## src/rtl/ctaphid_request_deframer_top_macros.svh

```systemverilog
// ----------------------------------------------------------------------------
// CTAPHID request deframer assertion macros
// Concurrent checks sampled on the clock, disabled during reset.
// ----------------------------------------------------------------------------
`ifndef CTAPHID_REQUEST_DEFRAMER_TOP_MACROS_SVH
`define CTAPHID_REQUEST_DEFRAMER_TOP_MACROS_SVH

`ifndef SYNTHESIS

// Antecedent implies consequent in the same cycle.
`define CRD_ASSERT_IMP(label, clk, rst, ante, cons, msg) \
  label: assert property (@(posedge clk) disable iff (rst) (ante) |-> (cons)) \
    else $error(msg);

// Antecedent implies consequent in the next cycle.
`define CRD_ASSERT_NXT(label, clk, rst, ante, cons, msg) \
  label: assert property (@(posedge clk) disable iff (rst) (ante) |=> (cons)) \
    else $error(msg);

// Expression never holds.
`define CRD_ASSERT_NEVER(label, clk, rst, expr, msg) \
  label: assert property (@(posedge clk) disable iff (rst) !(expr)) \
    else $error(msg);

`else

`define CRD_ASSERT_IMP(label, clk, rst, ante, cons, msg)
`define CRD_ASSERT_NXT(label, clk, rst, ante, cons, msg)
`define CRD_ASSERT_NEVER(label, clk, rst, expr, msg)

`endif

`endif

```

## src/rtl/crd_pkg.sv

```systemverilog
// ----------------------------------------------------------------------------
// CTAPHID request deframer package
// Payload types, result and error codes, controller state and the command
// and status groups between controller and datapath.
// ----------------------------------------------------------------------------
package crd_pkg;

  localparam int LEN_W = 13;

  localparam logic [LEN_W-1:0] MAX_LEN_RESET   = 13'd1024;
  localparam logic [31:0]      BROADCAST_CHAN  = 32'hFFFF_FFFF;
  localparam logic [6:0]       CMD_INIT        = 7'h06;
  localparam int               INIT_HDR        = 7;
  localparam int               CONT_HDR        = 5;

  // result kinds
  localparam logic [1:0] KIND_PAYLOAD = 2'd0;
  localparam logic [1:0] KIND_START   = 2'd1;
  localparam logic [1:0] KIND_DONE    = 2'd2;
  localparam logic [1:0] KIND_ERROR   = 2'd3;

  // transport error codes
  localparam logic [1:0] ERR_SEQ  = 2'd0;
  localparam logic [1:0] ERR_LEN  = 2'd1;
  localparam logic [1:0] ERR_CHAN = 2'd2;

  typedef struct packed {
    logic [7:0] report_byte;
    logic       report_last;
  } crd_in_t;

  typedef struct packed {
    logic [1:0]       kind;
    logic [7:0]       data_byte;
    logic [31:0]      chan_id;
    logic [6:0]       command;
    logic [LEN_W-1:0] message_length;
    logic [1:0]       error_code;
    logic             last;
  } crd_out_t;

  typedef enum logic [2:0] {
    ST_COLLECT,
    ST_DECODE,
    ST_ERROR,
    ST_START,
    ST_PAYLOAD,
    ST_DONE
  } crd_state_t;

  // controller -> datapath
  typedef struct packed {
    logic       accept;
    logic       load_init;
    logic       cont_step;
    logic       err_set;
    logic [1:0] err_code;
    logic       drop;
    logic       emit;
    logic [1:0] emit_kind;
    logic       emit_last;
    logic       pay_step;
  } crd_cmd_t;

  // datapath -> controller
  typedef struct packed {
    logic whole;
    logic hdr_init;
    logic chan_bcast;
    logic chan_match;
    logic req_active;
    logic seq_ok;
    logic len_over;
    logic cmd_init;
    logic remain_zero;
    logic remain_one;
    logic will_finish;
    logic out_free;
  } crd_sts_t;

endpackage

```

## src/rtl/crd_ctrl.sv

```systemverilog
// ----------------------------------------------------------------------------
// CTAPHID request deframer controller
// Sequences report collection, header decode and result emission.
// ----------------------------------------------------------------------------
module crd_ctrl import crd_pkg::*; (
  input  logic       clk,
  input  logic       rst,
  input  logic       in_valid,
  input  logic       report_last,
  input  crd_sts_t   sts,
  output logic       in_stall,
  output crd_cmd_t   cmd
);

  crd_state_t state, state_next;

  always_ff @(posedge clk) begin
    if (rst) begin
      state <= ST_COLLECT;
    end else begin
      state <= state_next;
    end
  end

  always_comb begin
    state_next = state;
    cmd        = '0;
    in_stall   = (state != ST_COLLECT);
    case (state)
      ST_COLLECT: begin
        cmd.accept = in_valid;
        if (in_valid && report_last && sts.whole) begin
          state_next = ST_DECODE;
        end
      end
      ST_DECODE: begin
        if (!sts.hdr_init) begin
          if (!sts.req_active || !sts.chan_match) begin
            // stray continuation: keep the request
            if (!sts.chan_bcast) begin
              cmd.err_set  = 1'b1;
              cmd.err_code = ERR_SEQ;
              state_next   = ST_ERROR;
            end else begin
              state_next = ST_COLLECT;
            end
          end else if (!sts.seq_ok) begin
            cmd.err_set  = 1'b1;
            cmd.err_code = ERR_SEQ;
            cmd.drop     = 1'b1;
            state_next   = ST_ERROR;
          end else begin
            cmd.cont_step = 1'b1;
            state_next    = ST_PAYLOAD;
          end
        end else if (sts.len_over) begin
          cmd.err_set  = 1'b1;
          cmd.err_code = ERR_LEN;
          cmd.drop     = 1'b1;
          state_next   = ST_ERROR;
        end else if (sts.chan_bcast && !sts.cmd_init) begin
          cmd.err_set  = 1'b1;
          cmd.err_code = ERR_CHAN;
          cmd.drop     = 1'b1;
          state_next   = ST_ERROR;
        end else begin
          cmd.load_init = 1'b1;
          state_next    = ST_START;
        end
      end
      ST_ERROR: begin
        if (sts.out_free) begin
          cmd.emit      = 1'b1;
          cmd.emit_kind = KIND_ERROR;
          cmd.emit_last = 1'b1;
          state_next    = ST_COLLECT;
        end
      end
      ST_START: begin
        if (sts.out_free) begin
          cmd.emit      = 1'b1;
          cmd.emit_kind = KIND_START;
          cmd.emit_last = sts.remain_zero && !sts.will_finish;
          if (!sts.remain_zero) begin
            state_next = ST_PAYLOAD;
          end else if (sts.will_finish) begin
            state_next = ST_DONE;
          end else begin
            state_next = ST_COLLECT;
          end
        end
      end
      ST_PAYLOAD: begin
        if (sts.out_free) begin
          cmd.emit      = 1'b1;
          cmd.emit_kind = KIND_PAYLOAD;
          cmd.emit_last = sts.remain_one && !sts.will_finish;
          cmd.pay_step  = 1'b1;
          if (sts.remain_one) begin
            state_next = sts.will_finish ? ST_DONE : ST_COLLECT;
          end
        end
      end
      ST_DONE: begin
        if (sts.out_free) begin
          cmd.emit      = 1'b1;
          cmd.emit_kind = KIND_DONE;
          cmd.emit_last = 1'b1;
          cmd.drop      = 1'b1;
          state_next    = ST_COLLECT;
        end
      end
      default: begin
        state_next = ST_COLLECT;
      end
    endcase
  end

endmodule

```

## src/rtl/crd_datapath.sv

```systemverilog
// ----------------------------------------------------------------------------
// CTAPHID request deframer datapath
// Report store, header capture, request registers and the result register.
// ----------------------------------------------------------------------------
module crd_datapath import crd_pkg::*; #(
  parameter int PACKET_BYTES = 64
) (
  input  logic             clk,
  input  logic             rst,
  input  crd_in_t          in_item,
  input  logic             cfg_we,
  input  logic [LEN_W-1:0] cfg_wdata,
  input  crd_cmd_t         cmd,
  input  logic             out_stall,
  output crd_sts_t         sts,
  output logic             out_valid,
  output crd_out_t         out_item
);

  localparam int AW    = $clog2(PACKET_BYTES);
  localparam int DEPTH = 1 << AW;
  localparam int CW    = $clog2(PACKET_BYTES + 2);
  localparam int RW    = $clog2(PACKET_BYTES - CONT_HDR + 1);

  localparam logic [CW-1:0]    BC_FULL    = CW'(PACKET_BYTES);
  localparam logic [CW-1:0]    BC_LASTPOS = CW'(PACKET_BYTES - 1);
  localparam logic [CW-1:0]    BC_OVER    = CW'(PACKET_BYTES + 1);
  localparam logic [CW-1:0]    BC_HDR     = CW'(INIT_HDR);
  localparam logic [LEN_W-1:0] INIT_ROOM  = LEN_W'(PACKET_BYTES - INIT_HDR);
  localparam logic [LEN_W-1:0] CONT_ROOM  = LEN_W'(PACKET_BYTES - CONT_HDR);

  logic [7:0]       mem [DEPTH];
  logic [7:0]       rdata;
  logic [CW-1:0]    byte_count;
  logic [7:0]       hdr_b [INIT_HDR];
  logic [LEN_W-1:0] max_len;

  logic             req_active;
  logic [31:0]      req_chan;
  logic [6:0]       req_cmd;
  logic [LEN_W-1:0] req_total;
  logic [LEN_W-1:0] req_received;
  logic [7:0]       exp_seq;

  logic [AW-1:0]    ptr, ptr_next;
  logic [RW-1:0]    remain;
  logic             will_finish;
  logic [1:0]       err_code;

  logic [31:0]      hdr_chan;
  logic [15:0]      hdr_len;
  logic [LEN_W-1:0] init_len;
  logic [LEN_W-1:0] cont_left;
  logic [LEN_W-1:0] init_chunk;
  logic [LEN_W-1:0] cont_chunk;
  logic             out_free;

  assign hdr_chan   = {hdr_b[0], hdr_b[1], hdr_b[2], hdr_b[3]};
  assign hdr_len    = {hdr_b[5], hdr_b[6]};
  assign init_len   = hdr_len[LEN_W-1:0];
  assign cont_left  = req_total - req_received;
  assign init_chunk = (init_len < INIT_ROOM) ? init_len : INIT_ROOM;
  assign cont_chunk = (cont_left < CONT_ROOM) ? cont_left : CONT_ROOM;
  assign out_free   = !out_valid || !out_stall;

  // store write and capture of the header bytes
  always_ff @(posedge clk) begin
    if (cmd.accept && (byte_count < BC_FULL)) begin
      mem[byte_count[AW-1:0]] <= in_item.report_byte;
    end
    if (cmd.accept && (byte_count < BC_HDR)) begin
      hdr_b[byte_count[2:0]] <= in_item.report_byte;
    end
  end

  // read port tracks the next pointer, so rdata always holds mem[ptr]
  always_comb begin
    ptr_next = ptr;
    if (cmd.load_init) begin
      ptr_next = AW'(INIT_HDR);
    end else if (cmd.cont_step) begin
      ptr_next = AW'(CONT_HDR);
    end else if (cmd.pay_step) begin
      ptr_next = ptr + 1'b1;
    end
  end

  always_ff @(posedge clk) begin
    rdata <= mem[ptr_next];
    ptr   <= ptr_next;
  end

  always_ff @(posedge clk) begin
    if (rst) begin
      byte_count <= '0;
    end else if (cmd.accept) begin
      if (in_item.report_last) begin
        byte_count <= '0;
      end else if (byte_count < BC_FULL) begin
        byte_count <= byte_count + 1'b1;
      end else begin
        byte_count <= BC_OVER;
      end
    end
  end

  always_ff @(posedge clk) begin
    if (rst) begin
      max_len <= MAX_LEN_RESET;
    end else if (cfg_we) begin
      max_len <= cfg_wdata;
    end
  end

  // request registers
  always_ff @(posedge clk) begin
    if (rst) begin
      req_active   <= 1'b0;
      req_chan     <= '0;
      req_cmd      <= '0;
      req_total    <= '0;
      req_received <= '0;
      exp_seq      <= '0;
    end else if (cmd.drop) begin
      req_active   <= 1'b0;
      req_chan     <= '0;
      req_cmd      <= '0;
      req_total    <= '0;
      req_received <= '0;
      exp_seq      <= '0;
    end else if (cmd.load_init) begin
      req_active   <= 1'b1;
      req_chan     <= hdr_chan;
      req_cmd      <= hdr_b[4][6:0];
      req_total    <= init_len;
      req_received <= '0;
      exp_seq      <= '0;
    end else begin
      if (cmd.cont_step) begin
        exp_seq <= exp_seq + 1'b1;
      end
      if (cmd.pay_step) begin
        req_received <= req_received + 1'b1;
      end
    end
  end

  // per-report emission counters
  always_ff @(posedge clk) begin
    if (rst) begin
      remain      <= '0;
      will_finish <= 1'b0;
    end else if (cmd.load_init) begin
      remain      <= RW'(init_chunk);
      will_finish <= (init_len <= INIT_ROOM);
    end else if (cmd.cont_step) begin
      remain      <= RW'(cont_chunk);
      will_finish <= (cont_left <= CONT_ROOM);
    end else if (cmd.pay_step) begin
      remain <= remain - 1'b1;
    end
  end

  always_ff @(posedge clk) begin
    if (cmd.err_set) begin
      err_code <= cmd.err_code;
    end
  end

  // result register
  always_ff @(posedge clk) begin
    if (rst) begin
      out_valid <= 1'b0;
    end else if (cmd.emit) begin
      out_valid <= 1'b1;
    end else if (!out_stall) begin
      out_valid <= 1'b0;
    end
  end

  always_ff @(posedge clk) begin
    if (cmd.emit) begin
      out_item.kind <= cmd.emit_kind;
      out_item.last <= cmd.emit_last;
      if (cmd.emit_kind == KIND_ERROR) begin
        out_item.data_byte      <= '0;
        out_item.chan_id        <= hdr_chan;
        out_item.command        <= '0;
        out_item.message_length <= '0;
        out_item.error_code     <= err_code;
      end else begin
        out_item.data_byte      <= (cmd.emit_kind == KIND_PAYLOAD) ? rdata : 8'h00;
        out_item.chan_id        <= req_chan;
        out_item.command        <= req_cmd;
        out_item.message_length <= req_total;
        out_item.error_code     <= '0;
      end
    end
  end

  always_comb begin
    sts.whole       = (byte_count == BC_LASTPOS);
    sts.hdr_init    = hdr_b[4][7];
    sts.chan_bcast  = (hdr_chan == BROADCAST_CHAN);
    sts.chan_match  = (hdr_chan == req_chan);
    sts.req_active  = req_active;
    sts.seq_ok      = (hdr_b[4] == exp_seq);
    sts.len_over    = (hdr_len > {{(16-LEN_W){1'b0}}, max_len});
    sts.cmd_init    = (hdr_b[4][6:0] == CMD_INIT);
    sts.remain_zero = (remain == '0);
    sts.remain_one  = (remain == RW'(1));
    sts.will_finish = will_finish;
    sts.out_free    = out_free;
  end

endmodule

```

## src/rtl/ctaphid_request_deframer_top.sv

```systemverilog
// ----------------------------------------------------------------------------
// CTAPHID request deframer: one report byte per cycle in while collecting;
// no byte is taken while a report is decoded and its results are emitted
// through the single result register.
// Synchronous reset clears the controller, counters and request, and loads the
// length limit with 1024; the report store holds no reset value.
// ----------------------------------------------------------------------------
`include "ctaphid_request_deframer_top_macros.svh"

module ctaphid_request_deframer_top import crd_pkg::*; #(
  parameter int PACKET_BYTES = 64
) (
  input  logic             clk,
  input  logic             rst,
  // report byte channel
  input  logic             in_valid,
  output logic             in_stall,
  input  crd_in_t          in_item,
  // result channel
  output logic             out_valid,
  input  logic             out_stall,
  output crd_out_t         out_item,
  // length limit register
  input  logic             cfg_we,
  input  logic [LEN_W-1:0] cfg_wdata
);

  // The controller takes report bytes only while collecting. When the final
  // byte of a report of exactly PACKET_BYTES bytes is transferred, it stops
  // taking bytes, decodes the captured header, then emits the start of an init
  // report, the payload bytes and the completion of a whole message, or a single
  // transport error, one result per cycle whenever the result register is free.
  crd_cmd_t cmd;
  crd_sts_t sts;

  crd_ctrl u_ctrl (
    .clk         (clk),
    .rst         (rst),
    .in_valid    (in_valid),
    .report_last (in_item.report_last),
    .sts         (sts),
    .in_stall    (in_stall),
    .cmd         (cmd)
  );

  // The datapath holds the report store with a registered read port that
  // follows the payload pointer, the request registers, the length limit and
  // the result register that parts the controller from the result stall.
  crd_datapath #(
    .PACKET_BYTES (PACKET_BYTES)
  ) u_datapath (
    .clk       (clk),
    .rst       (rst),
    .in_item   (in_item),
    .cfg_we    (cfg_we),
    .cfg_wdata (cfg_wdata),
    .cmd       (cmd),
    .out_stall (out_stall),
    .sts       (sts),
    .out_valid (out_valid),
    .out_item  (out_item)
  );

  // Never overwrite a result that is still waiting for its transfer.
  `CRD_ASSERT_NEVER(a_emit_when_busy, clk, rst, cmd.emit && out_valid && out_stall,
    "result register overwritten while stalled")

  // Errors and completions always close the results of a report.
  `CRD_ASSERT_IMP(a_err_last, clk, rst,
    out_valid && ((out_item.kind == KIND_ERROR) || (out_item.kind == KIND_DONE)),
    out_item.last, "error or completion without last mark")

  // A message is opened only when its length passed the limit check.
  `CRD_ASSERT_IMP(a_init_len, clk, rst, cmd.load_init, !sts.len_over,
    "message opened with length over limit")

  // A continuation is followed only on the active request's channel.
  `CRD_ASSERT_IMP(a_cont_match, clk, rst, cmd.cont_step,
    sts.req_active && sts.chan_match && sts.seq_ok, "continuation taken without match")

  // No byte is taken while a report is being worked on.
  `CRD_ASSERT_NXT(a_decode_stall, clk, rst,
    cmd.accept && in_item.report_last && sts.whole, in_stall,
    "report byte taken during decode")

endmodule
```

## config.mk

```make
export PLATFORM = sky130hd
export DESIGN_NAME = ctaphid_request_deframer_top
export DESIGN_NICKNAME = d
export VERILOG_FILES = /design/src/rtl/crd_pkg.sv /design/src/rtl/crd_ctrl.sv /design/src/rtl/crd_datapath.sv /design/src/rtl/ctaphid_request_deframer_top.sv
export VERILOG_INCLUDE_DIRS = /design/src /design/src/rtl
export SDC_FILE = /design/constraint.sdc
export NUM_CORES = 1
export LEC_CHECK = 0
export BUFFER_PORTS_ARGS = -buffer_cell sky130_fd_sc_hd__buf_2
export CELL_PAD_IN_SITES_DETAIL_PLACEMENT = 0
export CELL_PAD_IN_SITES_GLOBAL_PLACEMENT = 2
export CORE_ASPECT_RATIO = 0.5
export CORE_MARGIN = 5
export CORE_UTILIZATION = 40
export DETAILED_ROUTE_END_ITERATION = 10
export PLACE_DENSITY = 0.73
export REMOVE_ABC_BUFFERS = 1
export SYNTH_ARGS = -nofsm -noshare
export SYNTH_HDL_FRONTEND = slang
export SYNTH_SLANG_ARGS = --single-unit
```

## constraint.sdc

```tcl
create_clock -name clk -period 3.8 [get_ports clk]
set_input_delay 0.19 -clock clk [delete_from_list [all_inputs] [get_ports clk]]
set_output_delay 0.19 -clock clk [all_outputs]
set_load 0.1 [all_outputs]
```

==> results of run 1 <==
registers in the layout, summed over array words and instances, names as in the netlist:
signal	cells
u_datapath.mem	512
u_datapath.out_item	65
u_datapath.hdr_b	56
u_datapath.req_chan	32
u_datapath.max_len	13
u_datapath.req_received	13
u_datapath.req_total	13
u_datapath.exp_seq	8
u_datapath.rdata	8
u_datapath.byte_count	7
u_datapath.req_cmd	7
u_datapath.ptr	6
u_datapath.remain	6
u_ctrl.state	3
u_datapath.err_code	2
u_datapath.out_valid	1
u_datapath.req_active	1
u_datapath.will_finish	1
cells in the mapped netlist, types with 21 or more instances:
cell type / count / area (um2)
mux2_2: 33 / 372
xor2_1: 38 / 333
nor3_1: 25 / 125
ha_1: 31 / 388
nor2_1: 176 / 661
edfxtp_1: 635 / 19100
o21ai_0: 40 / 200
inv_1: 38 / 143
o221ai_1: 21 / 184
mux2i_1: 48 / 480
a31oi_1: 44 / 275
xnor2_1: 34 / 298
and3_1: 28 / 175
nor2b_1: 26 / 163
clkbuf_1: 69 / 259
dfxtp_1: 119 / 2380
a21oi_1: 105 / 526
nand4_1: 30 / 188
a211oi_1: 33 / 248
nand2_1: 412 / 1550
o22ai_1: 92 / 576
nand3_1: 125 / 626
buf_2: 41 / 205
cell families (layout without fill, tap and decap cells):
logic type,Yosys count,count (layout),share of synthesized area
multiplexers,83,83,0.0281
adder cells (fa/ha/maj),32,32,0.0131
other,0,1,0
flip-flops,754,754,0.689
XOR/XNOR,74,74,0.0213
AND/OR/NAND/NOR,916,916,0.134
buffers and inverters,183,473,0.0270
AO/OA/AOI/OAI,420,420,0.0872
repair_timing:
item | 4_1_cts | 5_1_grt
endpoints found under the setup margin | 8 | 14
gates resized for setup | 14 | 47
gates cloned | 0 | 2
setup buffers | 2 | 8
hold buffers | 18 | 0
pin swaps | 1 | 17
hold endpoints to repair | 17 | 0
routing by layer:
layer,up-vias,part of all wire
li1,9627,-
met1,10300,0.47
met2,637,0.44
met3,125,0.070
met4,0,0.027
met5,-,0
through the flow:
step | hold WS [ns] | setup TNS (ns) | utilization
after floorplan | 0.259 | -109.27 | -
after global placement | 0.425 | -0.702 | 0.438
after detailed placement | 0.428 | -1.20 | 0.438
after CTS | 0.00659 | 0 | 0.469
after global routing | 0.0357 | -0.420 | 0.474
final | 0.0600 | 0 | 0.474
worst max-delay path by stage:
stage,to,slack (ns),cells after the start
6_report,u_datapath.rdata[4],0.03,16
5_1_grt,u_datapath.rdata[4],-0.11,16
4_1_cts,u_datapath.rdata[1],0.002,14
3_5_place_dp,u_datapath.rdata[1],-0.22,16
3_3_place_gp,u_datapath.rdata[7],-0.20,14
2_1_floorplan,u_datapath.rdata[4],-3.46,11
tightest hold or removal path: stages:
cell and delay [ns]:
buf_2 0.23, mux2i_1 0.16, nor2_1 0.07
power by group:
| group | switching, uW | internal, uW | total (uW) |
|---|---|---|---|
| registers | 36.1 | 8990 | 9020 |
| logic | 635 | 318 | 953 |
| clock network | 3130 | 3780 | 6900 |
| total | 3800 | 13100 | 16900 |
final cells by class:
class,instances,area (um2)
Antenna cell,1,2.50
Clock buffer,93,1950
Clock inverter,37,244
Fill cell,6842,40600
Inverter,42,158
Multi-Input combinational cell,1525,9130
Sequential cell,754,21500
Tap cell,1036,1300
Timing Repair Buffer,301,2350
==> flow_summary.yaml, run 1 <==
critical_path:
  path_cells: "ha_1, nand2_1, or3_4, nor4_2, a31oi_2, a21oi_4, buf_6, nor3_4, inv_2, buf_4, a211oi_1, a311oi_1, a31oi_1, a32oi_2, buf_4, and3_1"
  cp.required_ns: 4.39
  arrival_ns: 4.36
  slowest_delay_ns: 0.40
  ff2ff_path_depth: 16
  critPathCaptureType: "flop"
  critPathLaunchType: "flop"
  r2r-end: "u_datapath.rdata[4]"
  r2r_start: "u_datapath.hdr_b[5][1]"
  worst-path-buf-inv: 4
  reg2reg_slack_ns: 0.03
  worstSetupPathType: "flop to flop"
  crit_start: "u_datapath.hdr_b[5][1]"
  cpMaxStageDelayCell: "edfxtp_1"
  crit_path_frequent_cell: "buf_4"
  path_delay_family: "compound AO/OA/AOI/OAI gates"
  worstPathMaxFanout: 13
layout:
  fin_cells: 3789
  area_delta_synth_final_pct: 17.5
  drive_above_1_share: 0.181
  final_common_cell: "edfxtp_1"
  layout_common_cells: "635 x edfxtp_1, 408 x nand2_1, 174 x nor2_1, 163 x buf_4, 125 x nand3_1"
  final_cell_area_um2: 36600
  fin_nets: 2754
placed_design:
  gp_congestion: 0.846
  detailedPlace.worstSlack_ns: -0.218
  placed_cell_area_um2: 33800
  hpwl_um: 58100
  dp_cells: 3628
  port_buffers: 93
global_routing:
  grt_pass1_wl_um: 132000
  antenna_found_initial: 3
  grt_max_degree: 72
  met3_usage: 0.0439
  track_usage: 0.208
  gr-usage-met2: 0.312
  grt_pass1_vias: 20300
  grtUsageMet1: 0.307
  grt_overflow: 0
  grt.busiest_layer: "met2"
flow_run:
  max_cap_viol_count: 0
cts:
  htreeDepth: 3
  insertion_delay_ns: 0.64
  cts_buffer_depth: 3
  cts_tree: "yes"
  cts_made_buffers: 71
  cts.sink_count: 754
  cts-root-buf: "clkbuf_16"
  cts.clk_slew.worst_paths_ns: 0.07
timing:
  hold_violations: 0
  drv_slew: 0
  tightest_slew_ns: 1.15
  slew_headroom: 0.232
  timing.final.crit_share: 0.993
  setup_viol: 0
  setup_slack_ns: 0.0270
  finalClockSkew_ns: 0.0224
  period_minus_slack_ns: 3.77
  rsz0062_at_grt: "true"
  fmax_ghz: 0.265
die:
  die_y_um: 207
  design.die.area_um2: 83900
  die_w_um: 405
  initial_core_util: 0.403
  io_pins: 94
  coreArea_um2: 77200
  rows: 72
yosys:
  synth_edf_count: 635
  syn_area_per_cell_um2: 12.6
  netlist_area_um2: 31100
  yosys.cell_types.count: 77
  synth-seq-area-share: 0.689
  yosysWarnings: 0
  postSynth.asyncResetShare: 0
  synth-seq-cells: 754
  synth_top_flop_cell: "edfxtp_1"
  syn_inst: 2462
pwr:
  cellLeakagePower_uw: 0.0125
  powerDensity_nw_per_um2: 461
  ir_drop_uv: 357
  finalPower_uw: 16900
route:
  final_antenna_net_count: 0
  wl_um: 88800
  first_iter_violations: 1916
  post_drt_wl_per_cell_um: 23.4
  routed_via_density: 5.47
  drcViolationCount: 0
  via_count: 20700
  drtPass1Iterations: 5
min_path:
  hold_start: "cfg_we"
  whs_path_depth: 3
  min_to: "u_datapath.max_len[9]"
  hold_path.class: "input port to flop"
status:
  outcome: "finished, final reports clean"
Note: power is estimated with default switching activity, not from simulation.
==> run 2: changes to the inputs <==
- BUFFER_PORTS_ARGS: -buffer_cell sky130_fd_sc_hd__buf_2 -> -buffer_cell sky130_fd_sc_hd__clkbuf_2
==> flow_summary.yaml, run 2 (synthesis gave the netlist of run 1 again) <==
status:
  outcome: "finished, final reports clean"
placed_design:
  gp_congestion: 0.858
  port_buffers: 93
  dp_cells: 3639
  hpwl_um: 58600
pwr:
  cellLeakagePower_uw: 0.0126
  powerDensity_nw_per_um2: 470
  finalPower_uw: 17300
  ir_drop_uv: 317
die:
  coreArea_um2: 77200
  io_pins: 94
  die_w_um: 405
  initial_core_util: 0.403
  design.die.area_um2: 83900
  die_y_um: 207
  rows: 72
timing:
  drv_slew: 0
  fin_tns_setup_ns: 0
  hold_violations: 0
  slew_headroom: 0.207
  period_minus_slack_ns: 3.76
  finalClockSkew_ns: 0.0161
  fmax_ghz: 0.266
  rsz0062_at_grt: "true"
  timing.final.crit_share: 0.990
  tightest_slew_ns: 1.19
  setup_viol: 0
layout:
  fin_nets: 2761
  fin_util: 0.476
  fin_cells: 3794
  diodes: 0
  area_delta_synth_final_pct: 18.1
  multi_input_comb_area_um2: 9100
  drive_above_1_share: 0.184
  largest_reg_flops: 512
  layout_common_cells: "635 x edfxtp_1, 407 x nand2_1, 174 x nor2_1, 169 x buf_4, 124 x nand3_1"
  fill_cells: 6871
  final_common_cell: "edfxtp_1"
  regArea_um2: 21500
cts:
  cts-root-buf: "clkbuf_16"
  insertion_delay_ns: 0.65
  cts.sink_count: 754
  htreeDepth: 3
  cts_made_buffers: 71
  cts_buffer_depth: 3
  cts.clk_slew.worst_paths_ns: 0.07
  cts_tree: "yes"
flow_run:
  max_cap_viol_count: 0
critical_path:
  ff2ff_path_depth: 15
  arrival_ns: 4.31
  r2r-end: "u_datapath.rdata[6]"
  cp.required_ns: 4.34
  worstPathMaxFanout: 14
  critPathCaptureType: "flop"
  reg2reg_slack_ns: 0.04
  worstSetupPathType: "flop to flop"
  r2r_start: "u_datapath.hdr_b[4][3]"
  critPathLaunchType: "flop"
route:
  drtPass1Iterations: 7
  first_iter_violations: 2001
  drcViolationCount: 0
  final_antenna_net_count: 0
  wl_um: 89800
  routed_via_density: 5.44
  via_count: 20700
  post_drt_wl_per_cell_um: 23.7
min_path:
  min_to: "u_datapath.byte_count[1]"
  hold_path.class: "input port to flop"
  hold_start: "in_valid"
  whs_path_depth: 4
global_routing:
  grt_pass1_vias: 20300
  grt_overflow: 0
  grt_pass1_wl_um: 132000
  grt.busiest_layer: "met2"
  gr-usage-met2: 0.317
  grt_max_degree: 72
  track_usage: 0.209
  antenna_found_initial: 5
  grtUsageMet1: 0.309
  met3_usage: 0.0488
[run 2: changes by cell type in the layout (fill, tap and decap cells not counted), moves of 4 or more]
cell	change
buf_2	-88
bufinv_16	+6
buf_4	+6
clkinv_1	-4
clkinv_2	-6
clkbuf_2	+88
buf_6	+4
[run 2: stage by stage]
step | area [um2] | setup slack (ns) | hold WS [ns]
floorplan | 30500 | -3.46 | 0.259
global placement | 33800 | -0.296 | 0.425
detailed placement | 33800 | -0.343 | 0.421
CTS | 36400 | 0.0000377 | 0.0112
global route | 36800 | -0.0300 | 0.0506
finish | 36800 | 0.0391 | 0.0489
[run 2: area by class of cell]
cell class	instances	share of cell area
Multi-Input combinational cell	1525	0.248
Clock buffer	92	0.0513
Sequential cell	754	0.584
Timing Repair Buffer	308	0.0660
Clock inverter	37	0.0118
Tap cell	1036	0.0353
Inverter	42	0.00436
[run 2: layer usage]
metal | part of all wire | vias up
li1 | - | 9635
met3 | 0.066 | 102
met2 | 0.45 | 610
met5 | 0.00019 | -
met4 | 0.018 | 2
met1 | 0.47 | 10300
[run 2: what timing repair did]
| action | CTS | global route |
|---|---|---|
| pin swaps | 7 | 14 |
| hold buffers | 15 | 0 |
| cloned | 1 | 3 |
| endpoints found under the hold margin | 16 | 0 |
| endpoints found under the setup margin | 8 | 8 |
| gates resized for setup | 13 | 48 |
| buffers inserted | 4 | 4 |
[run 2: critical path, cell delays in order (launching register included)]
cell,delay [ns]
edfxtp_1,0.43
xnor2_1,0.20
nand4_1,0.19
or4_4,0.52
buf_4,0.16
nor4_4,0.26
buf_4,0.19
buf_4,0.13
nor2_4,0.12
buf_6,0.20
and3_1,0.17
a211oi_1,0.26
a311oi_1,0.10
a31oi_1,0.31
a22oi_1,0.22
and3_1,0.18
[run 2: how the worst max path moves through the flow]
stage                      startpoint             endpoint  slack, ns
2_1_floorplan    u_datapath.out_valid  u_datapath.rdata[4]      -3.46
3_3_place_gp   u_datapath.hdr_b[5][4]  u_datapath.rdata[1]      -0.30
3_5_place_dp   u_datapath.hdr_b[5][3]  u_datapath.rdata[1]      -0.34
4_1_cts        u_datapath.hdr_b[4][3]  u_datapath.rdata[1]    0.00004
5_1_grt        u_datapath.hdr_b[4][3]  u_datapath.rdata[3]      -0.03
6_report       u_datapath.hdr_b[4][3]  u_datapath.rdata[6]       0.04
[run 2: where the power goes]
| group | leakage (uW) | internal, uW | switching [uW] | total (uW) |
|---|---|---|---|---|
| sequential | 0.00667 | 8990 | 25.9 | 9010 |
| combinational | 0.00483 | 328 | 661 | 990 |
| clock | 0.00113 | 4100 | 3190 | 7290 |
| total | 0.0126 | 13400 | 3880 | 17300 |
